**src/rtl/core/spq_pkg.sv**
```systemverilog
// spq_pkg: shared constants and codes for the stable priority queue
`default_nettype none

package spq_pkg;

  // parameter defaults
  localparam int unsigned DEPTH_DEF     = 16;
  localparam int unsigned PRIO_BITS_DEF = 16;
  localparam int unsigned TAG_BITS_DEF  = 16;

  // word field widths on the ports
  localparam int unsigned PRIO_W      = 16;
  localparam int unsigned TAG_W       = 16;
  localparam int unsigned CNT_W       = 5;
  localparam int unsigned STATUS_W    = 2;
  localparam int unsigned IN_TDATA_W  = PRIO_W + TAG_W;
  localparam int unsigned OUT_FIELD_W = TAG_W + PRIO_W + CNT_W + 1;
  localparam int unsigned OUT_TDATA_W = ((OUT_FIELD_W + 7) / 8) * 8;

  typedef enum logic [STATUS_W-1:0] {
    ST_OK    = 2'd0,
    ST_EMPTY = 2'd1,
    ST_FULL  = 2'd2
  } status_e;

  typedef enum logic {
    MODE_ENQ = 1'b0,
    MODE_DEQ = 1'b1
  } mode_e;

endpackage

`default_nettype wire

```
**src/rtl/core/spq_ram.sv**
```systemverilog
// spq_ram: generic single-write single-read ram with registered read data
`default_nettype none

module spq_ram #(
  parameter int unsigned WIDTH = 32,
  parameter int unsigned DEPTH = 16
) (
  input  wire logic                     clk_i,
  input  wire logic                     we_i,
  input  wire logic [$clog2(DEPTH)-1:0] waddr_i,
  input  wire logic [WIDTH-1:0]         wdata_i,
  input  wire logic                     re_i,
  input  wire logic [$clog2(DEPTH)-1:0] raddr_i,
  output logic      [WIDTH-1:0]         rdata_o
);

  logic [WIDTH-1:0] mem_q [DEPTH];

  always_ff @(posedge clk_i) begin
    if (we_i) begin
      mem_q[waddr_i] <= wdata_i;
    end
    if (re_i) begin
      rdata_o <= mem_q[raddr_i];
    end
  end

endmodule

`default_nettype wire

```
**src/rtl/core/stable_priority_queue.sv**
```systemverilog
// stable_priority_queue: sorted-list priority queue kept in one ram, stable on ties
//
//  channel  | dir | tuser          | tdata
//  ---------+-----+----------------+------------------------------------------------
//  s_axis   | in  | mode           | entry_priority, entry_tag
//  m_axis   | out | status         | removed_tag, head_priority, entry_count, empty
//
// one word at a time: an enqueue walks down from the tail and moves each stored entry with
// a larger priority up one slot before the new entry is written; a dequeue shifts every
// remaining entry down one slot; a dropped enqueue, an enqueue into an empty queue and a
// dequeue on an empty queue go straight to S_FIN; one ram read and write per cycle.
// the input is ready only while idle, so a new word is taken the cycle after S_FIN.
// reset clears count and control; ram contents stay undefined, no clearing pass.
// a finished word waits in S_FIN while the output register still holds an unaccepted
// word; m_axis_tready low holds that word and the sequencer.
`default_nettype none

module stable_priority_queue #(
  parameter int unsigned DEPTH     = spq_pkg::DEPTH_DEF,
  parameter int unsigned PRIO_BITS = spq_pkg::PRIO_BITS_DEF,
  parameter int unsigned TAG_BITS  = spq_pkg::TAG_BITS_DEF
) (
  input  wire logic                           clk_i,
  input  wire logic                           rst_ni,
  input  wire logic                           s_axis_tvalid,
  output logic                                s_axis_tready,
  // [15:0] entry_priority, [31:16] entry_tag
  input  wire logic [spq_pkg::IN_TDATA_W-1:0] s_axis_tdata,
  // [0] mode
  input  wire logic                           s_axis_tuser,
  output logic                                m_axis_tvalid,
  input  wire logic                           m_axis_tready,
  // [15:0] removed_tag, [31:16] head_priority, [36:32] entry_count, [37] queue_empty
  output logic [spq_pkg::OUT_TDATA_W-1:0]     m_axis_tdata,
  // [1:0] status
  output logic [spq_pkg::STATUS_W-1:0]        m_axis_tuser
);

  localparam int unsigned AW = $clog2(DEPTH);
  localparam int unsigned CW = $clog2(DEPTH + 1);
  localparam int unsigned EW = PRIO_BITS + TAG_BITS;

  typedef enum logic [2:0] {
    S_IDLE,
    S_ENQ,
    S_INS0,
    S_DEQ,
    S_FIN
  } state_e;

  state_e                  state_q;
  logic [CW-1:0]           count_q;
  logic [PRIO_BITS-1:0]    head_prio_q;
  logic [TAG_BITS-1:0]     head_tag_q;
  logic [PRIO_BITS-1:0]    prio_q;
  logic [TAG_BITS-1:0]     tag_q;
  logic [AW-1:0]           idx_q;
  spq_pkg::status_e        status_q;
  logic [TAG_BITS-1:0]     removed_q;

  logic                    m_tvalid_q;
  logic [spq_pkg::STATUS_W-1:0]    m_tuser_q;
  logic [spq_pkg::OUT_TDATA_W-1:0] m_tdata_q;

  logic [PRIO_BITS-1:0]    in_prio;
  logic [TAG_BITS-1:0]     in_tag;
  logic                    accept;
  logic                    out_free;

  logic                    ram_we;
  logic [AW-1:0]           ram_waddr;
  logic [EW-1:0]           ram_wdata;
  logic                    ram_re;
  logic [AW-1:0]           ram_raddr;
  logic [EW-1:0]           ram_rdata;
  logic [PRIO_BITS-1:0]    rd_prio;
  logic [TAG_BITS-1:0]     rd_tag;

  logic [spq_pkg::PRIO_W-1:0] out_head;
  logic [spq_pkg::TAG_W-1:0]  out_removed;
  logic [spq_pkg::CNT_W-1:0]  out_count;
  logic                       out_empty;

  assign in_prio = PRIO_BITS'({{PRIO_BITS{1'b0}}, s_axis_tdata[spq_pkg::PRIO_W-1:0]});
  assign in_tag  = TAG_BITS'({{TAG_BITS{1'b0}},
                              s_axis_tdata[spq_pkg::IN_TDATA_W-1:spq_pkg::PRIO_W]});

  assign s_axis_tready = (state_q == S_IDLE);
  assign accept        = s_axis_tvalid && s_axis_tready;
  assign out_free      = !m_tvalid_q || m_axis_tready;

  assign rd_prio = ram_rdata[EW-1:TAG_BITS];
  assign rd_tag  = ram_rdata[TAG_BITS-1:0];

  // enqueue walks down from the tail, read of the next slot issued speculatively;
  // dequeue walks up from slot 1, shifting each entry down by one
  always_comb begin
    ram_we    = 1'b0;
    ram_waddr = idx_q;
    ram_wdata = {prio_q, tag_q};
    ram_re    = 1'b0;
    ram_raddr = idx_q;
    unique case (state_q)
      S_IDLE: begin
        if (accept) begin
          if (s_axis_tuser == spq_pkg::MODE_ENQ) begin
            if (count_q == '0) begin
              ram_we    = 1'b1;
              ram_waddr = '0;
              ram_wdata = {in_prio, in_tag};
            end else if (count_q != CW'(DEPTH)) begin
              ram_re    = 1'b1;
              ram_raddr = AW'(count_q - CW'(1));
            end
          end else if (count_q > CW'(1)) begin
            ram_re    = 1'b1;
            ram_raddr = AW'(1);
          end
        end
      end
      S_ENQ: begin
        ram_we = 1'b1;
        if (rd_prio > prio_q) begin
          ram_wdata = ram_rdata;
          if (idx_q > AW'(1)) begin
            ram_re    = 1'b1;
            ram_raddr = idx_q - AW'(2);
          end
        end
      end
      S_INS0: begin
        ram_we    = 1'b1;
        ram_waddr = '0;
      end
      S_DEQ: begin
        ram_we    = 1'b1;
        ram_waddr = idx_q - AW'(1);
        ram_wdata = ram_rdata;
        if (CW'(idx_q) + CW'(1) < count_q) begin
          ram_re    = 1'b1;
          ram_raddr = idx_q + AW'(1);
        end
      end
      S_FIN: begin
      end
      default: begin
      end
    endcase
  end

  assign out_empty   = (count_q == '0);
  assign out_head    = out_empty ? '0 :
                       spq_pkg::PRIO_W'({{spq_pkg::PRIO_W{1'b0}}, head_prio_q});
  assign out_removed = spq_pkg::TAG_W'({{spq_pkg::TAG_W{1'b0}}, removed_q});
  assign out_count   = spq_pkg::CNT_W'({{spq_pkg::CNT_W{1'b0}}, count_q});

  always_ff @(posedge clk_i or negedge rst_ni) begin
    if (!rst_ni) begin
      state_q     <= S_IDLE;
      count_q     <= '0;
      m_tvalid_q  <= 1'b0;
      idx_q       <= '0;
      status_q    <= spq_pkg::ST_OK;
      head_prio_q <= '0;
      head_tag_q  <= '0;
    end else begin
      // S_FIN reloads the register itself when it frees up
      if (m_tvalid_q && m_axis_tready && state_q != S_FIN) begin
        m_tvalid_q <= 1'b0;
      end
      unique case (state_q)
        S_IDLE: begin
          if (accept) begin
            removed_q <= '0;
            status_q  <= spq_pkg::ST_OK;
            prio_q    <= in_prio;
            tag_q     <= in_tag;
            if (s_axis_tuser == spq_pkg::MODE_ENQ) begin
              if (count_q == CW'(DEPTH)) begin
                status_q <= spq_pkg::ST_FULL;
                state_q  <= S_FIN;
              end else if (count_q == '0) begin
                head_prio_q <= in_prio;
                head_tag_q  <= in_tag;
                count_q     <= CW'(1);
                state_q     <= S_FIN;
              end else begin
                idx_q   <= AW'(count_q);
                state_q <= S_ENQ;
              end
            end else begin
              if (count_q == '0) begin
                status_q <= spq_pkg::ST_EMPTY;
                state_q  <= S_FIN;
              end else begin
                removed_q <= head_tag_q;
                if (count_q == CW'(1)) begin
                  count_q <= '0;
                  state_q <= S_FIN;
                end else begin
                  idx_q   <= AW'(1);
                  state_q <= S_DEQ;
                end
              end
            end
          end
        end
        S_ENQ: begin
          if (rd_prio > prio_q) begin
            idx_q <= idx_q - AW'(1);
            if (idx_q == AW'(1)) begin
              state_q <= S_INS0;
            end
          end else begin
            count_q <= count_q + CW'(1);
            state_q <= S_FIN;
          end
        end
        S_INS0: begin
          // new entry lands at the head
          head_prio_q <= prio_q;
          head_tag_q  <= tag_q;
          count_q     <= count_q + CW'(1);
          state_q     <= S_FIN;
        end
        S_DEQ: begin
          if (idx_q == AW'(1)) begin
            head_prio_q <= rd_prio;
            head_tag_q  <= rd_tag;
          end
          idx_q <= idx_q + AW'(1);
          if (CW'(idx_q) + CW'(1) == count_q) begin
            count_q <= count_q - CW'(1);
            state_q <= S_FIN;
          end
        end
        S_FIN: begin
          if (out_free) begin
            m_tvalid_q <= 1'b1;
            m_tuser_q  <= status_q;
            m_tdata_q  <= spq_pkg::OUT_TDATA_W'({out_empty, out_count, out_head, out_removed});
            state_q    <= S_IDLE;
          end
        end
        default: begin
          state_q <= S_IDLE;
        end
      endcase
    end
  end

  assign m_axis_tvalid = m_tvalid_q;
  assign m_axis_tuser  = m_tuser_q;
  assign m_axis_tdata  = m_tdata_q;

  spq_ram #(
    .WIDTH (EW),
    .DEPTH (DEPTH)
  ) u_ram (
    .clk_i   (clk_i),
    .we_i    (ram_we),
    .waddr_i (ram_waddr),
    .wdata_i (ram_wdata),
    .re_i    (ram_re),
    .raddr_i (ram_raddr),
    .rdata_o (ram_rdata)
  );

  // count never runs past the ram depth
  a_count_range: assert property (@(posedge clk_i) disable iff (!rst_ni)
    count_q <= CW'(DEPTH))
    else $error("entry count above depth");

  // a shift step never writes the slot it reads in the same cycle
  a_no_rw_overlap: assert property (@(posedge clk_i) disable iff (!rst_ni)
    (ram_we && ram_re) |-> (ram_waddr != ram_raddr))
    else $error("ram read and write hit the same slot");

  // the insert walk never sits at slot zero
  a_enq_index: assert property (@(posedge clk_i) disable iff (!rst_ni)
    (state_q == S_ENQ) |-> (idx_q != '0))
    else $error("insert walk reached slot zero");

  // a dropped enqueue reports a full queue in its word
  a_full_count: assert property (@(posedge clk_i) disable iff (!rst_ni)
    (m_tvalid_q && m_tuser_q == spq_pkg::ST_FULL) |->
      (m_tdata_q[spq_pkg::TAG_W+spq_pkg::PRIO_W +: spq_pkg::CNT_W] ==
       spq_pkg::CNT_W'(DEPTH)))
    else $error("full status with room left");

  // an empty-dequeue word reports an empty queue
  a_empty_flag: assert property (@(posedge clk_i) disable iff (!rst_ni)
    (m_tvalid_q && m_tuser_q == spq_pkg::ST_EMPTY) |->
      m_tdata_q[spq_pkg::OUT_FIELD_W-1])
    else $error("empty status without empty flag");

endmodule

`default_nettype wire
```
**config.mk**
```make
export PLATFORM = sky130hd
export DESIGN_NAME = stable_priority_queue
export DESIGN_NICKNAME = d
export VERILOG_FILES = /design/src/rtl/core/spq_pkg.sv /design/src/rtl/core/spq_ram.sv /design/src/rtl/core/stable_priority_queue.sv
export SDC_FILE = /design/constraint.sdc
export NUM_CORES = 1
export LEC_CHECK = 0
export ABC_AREA = 1
export ABC_CLOCK_PERIOD_IN_PS = 4900
export BUFFER_PORTS_ARGS = -buffer_cell sky130_fd_sc_hd__buf_2
export CORE_MARGIN = 2
export CORE_UTILIZATION = 55
export CTS_CLUSTER_SIZE = 40
export DETAILED_ROUTE_END_ITERATION = 7
export PLACE_DENSITY = 0.8
export RECOVER_POWER = 25
export SETUP_SLACK_MARGIN = 0.15
export SLEW_MARGIN = 20
export SYNTH_ARGS = -nofsm -noshare
export SYNTH_HDL_FRONTEND = slang
export SYNTH_SLANG_ARGS = --single-unit
```
**constraint.sdc**
```tcl
create_clock -name clk_i -period 4.9 [get_ports clk_i]
set_clock_uncertainty 0.05 [all_clocks]
set_input_delay 0.49 -clock clk_i [delete_from_list [all_inputs] [get_ports clk_i]]
set_output_delay 0.49 -clock clk_i [all_outputs]
set_load 0.05 [all_outputs]
```
==> out/metrics.csv <==
metric,value,unit
largest net degree at the start of global routing,203,
R2R Setup Slk,0.50,ns
RSZ-0062 raised after global routing,no,
Worst Hold Path EP,m_axis_tvalid$_DFF_PN0_,
initial core utilization,55.5,%
mapped cell area,0.0312,sq mm
Root Buffer,clkbuf_16,
Leakage,14.5,nW
Worst Hold Slack,0.0318,ns
multi-input logic area,0.00893,sq mm
Synth Area per Inst,10.0,sq um
chip width,242,microns
HP Class,in -> reg,
Critical Path End Type,register,
Via Count,22800,
final wirelength,78.8,mm
Crit-path slowest cell,o21ai_0,
cts bufs inserted,67,
r2r worst-path depth,14,
Period minus WS final,4.40,ns
Max Root-Sink Buffers,3,
final-report max-slew violation count,152,
crit path launch,count_q[0]$_DFFE_PN0P_,
vias in the first global route,22000,
# clock sinks,679,
failing checks,"max-capacitance violations, max-slew violations",
FILL cells,4294,
maximum fanout along the worst path,33,
Storage cell area,0.0202,sq mm
Worst R2R Start,count_q[0]$_DFFE_PN0P_,
Clock transition at path regs,0.06,ns
startpoint class of the critical path,register,
Worst Path Arrival,4.60,ns
# port buffers,78,
H-tree depth,3,
antenna cell count,0,
worst min-delay path startpoint,m_axis_tready,
post-route clock period utilization,89.8,%
total I/O pin count,81,
Post-CTS Setup Inserts,0,
sequential share of the synthesized area,64.6,%
Worst path max stage delay,1.00,ns
Syn Inst Count,3107,
Post-synth EDFFs,632,
most area-hungry cell type in the Yosys netlist,edfxtp_1,
YS warnings,0,
"FFs w/ async S/R, synth",6.92,%
Total GRT Usage,26.7,%
vias per cell,5.74,
Worst Max-Slew Pin Slew,2.69,ns
Area Overhead vs Synth,11.5,%
first-pass GRT wire length,122,mm
grt ovf,0,
CP Cell Sequence,inv_1 -> ha_1 -> nand2_1 -> nor2_1 -> inv_1 -> buf_4 -> nor2_1 -> inv_1 -> nor2_1 -> buf_4 -> o21ai_0 -> nor2_1 -> buf_4 -> o221ai_2,
initial antenna violation count,1,
total power,0.0114,W
Post-DP HPWL,44.5,mm
most frequent cells in the layout,"nand2_1 (948), edfxtp_1 (632), nand3_1 (400)",
Nets,3236,
CP Buf/Inv Count,6,
post-synth cell types,44,
Crit path top cell by count,nor2_1,
Setup CP Type,reg -> reg,
RR Endpoint,u_ram.mem_q[6][27]$_DFFE_PP_,
# setup viols final,0,
"CP delay by family, top",compound AO/OA/AOI/OAI gates,
maximum vdd drop,0.210,mV
DRC violation count after routing,0,
first drt pass iteration count,6,
Main synth FF type,edfxtp_1,
Max Cap Viol,4,
Fmax achieved,0.227,GHz
setup TNS,0,ns
Synth area leaders,"edfxtp_1 (61%), nand2_1 (11%), nand3_1 (6.4%), dfrtp_1 (3.8%), inv_1 (3.5%)",
status,finished with violations,
DRT iter0 DRCs,2528,
Pwr Density,328,mW/mm^2
layout cells sized above 1,7.94,%
CTS tree,yes,
Final ANT Viol Nets,0,
post-synth top area share,60.8,%
GPL Wtd Cong,0.902,
Worst-Skew Late Latency,0.61,ns
worst rel slew slack,-79.1,%
site row count,87,
"Hold Violations, Final",0,
Yosys reg bits,679,
CP Data Required Time,5.10,ns
die height,242,microns
die area,0.0587,sq mm
Core Region,0.0563,sq mm
hold depth,2,
WL per Instance,19.8,microns
"commonest non-fill, non-tap cell in the layout",nand2_1,
-- repair_timing --
| action | in CTS | in global routing |
|---|---|---|
| resized for setup | 0 | 0 |
| hold buffers | 1 | 0 |
| endpoints found under the hold margin | 20 | 0 |
-- metal layers --
layer  wire, microns  GRT usage, %  vias to the layer above
li1                -             -                    10500
met1           30000          35.1                    10800
met2           37200          44.2                     1358
met3            8550          4.63                      211
met4            2970          10.9                        0
met5               0             0                        -
-- synthesized netlist by cell type (2+ instances only) --
master	number
nand3b_1	93
nand2_2	5
clkinv_1	60
inv_1	295
o21ai_0	30
nor2_1	125
buf_2	109
nand3_2	2
o21ai_1	37
a221oi_1	6
inv_2	40
ha_1	31
clkbuf_1	52
o221ai_1	14
o211ai_1	9
nand2_1	950
buf_6	2
nand3_1	401
o22ai_1	7
buf_1	3
a32oi_1	5
buf_4	11
a211oi_1	14
a31oi_1	37
dfrtp_1	47
edfxtp_1	632
xor2_1	4
a21oi_1	63
nor2_2	3
xnor2_1	2
nor2_4	3
a21oi_2	3
-- cell families after synthesis --
logic type                 share of synthesized area [%]
and+or+nand+nor                                     22.0
DFF                                                 64.6
AOI/OAI and AO/OA                                   4.52
other                                             0.0120
adders and majority gates                           1.24
buffers and inverters                               7.50
xor gates and xnor gates                           0.168
-- final cells by class --
type	count	share of cell area [%]
well taps	756	2.72
clock buffers	91	5.32
clock inverters	33	0.916
inverters	395	4.26
multi-input cells	1857	25.7
flip-flops and latches	679	57.9
repair buffers	168	3.25
-- worst reg2reg max path, delay by kind of cell, from the launching register on --
family / cells / cell delay, ns
AOI/OAI and AO/OA: 2 / 1.75
adders and majority gates: 1 / 0.24
buffers and inverters: 6 / 1.03
DFF: 1 / 0.55
and+or+nand+nor: 5 / 0.42
-- worst max-delay path by stage --
| stage | to | slack [ns] | cells after the start |
|---|---|---|---|
| after floorplan | m_axis_tdata[0]$_DFFE_PP_ | 0.87 | 3 |
| after global placement | u_ram.mem_q[8][30]$_DFFE_PP_ | 0.84 | 15 |
| after detailed placement | u_ram.rdata_o[19]$_DFFE_PP_ | 0.78 | 19 |
| after CTS | u_ram.rdata_o[26]$_DFFE_PP_ | 0.78 | 19 |
| after global routing | u_ram.mem_q[0][27]$_DFFE_PP_ | 0.32 | 14 |
| final | u_ram.mem_q[6][27]$_DFFE_PP_ | 0.50 | 14 |
-- power breakdown --
group | total (W) | internal (W) | switching (W)
sequential | 0.00625 | 0.00625 | 0.0000000000000000000239
combinational | 0.0000448 | 0.00000931 | 0.0000355
clock | 0.00511 | 0.00294 | 0.00218
total | 0.0114 | 0.00920 | 0.00221
-- flip-flops by register name (all words and copies together), names as in the netlist --
register / cells
count_q: 5
head_prio_q: 16
head_tag_q: 16
idx_q: 4
m_axis_tdata: 38
m_axis_tuser: 2
m_axis_tvalid: 1
out_removed: 16
prio_q: 16
state_q: 3
status_q: 2
tag_q: 16
u_ram.mem_q: 512
u_ram.rdata_o: 32
-- through the flow --
stage | area (sq um) | worst slack (ns) | cells | utilization, %
CTS | 35000 | 0.783 | 3978 | 62.1
global route | 34800 | 0.315 | 3979 | 61.9
global placement | 32800 | 0.842 | 3853 | 58.3
floorplan | 31200 | 0.872 | 3108 | -
detailed placement | 32800 | 0.778 | 3853 | 58.3
finish | 34800 | 0.499 | 3979 | 61.9
Note: power is estimated with default switching activity, not from simulation.
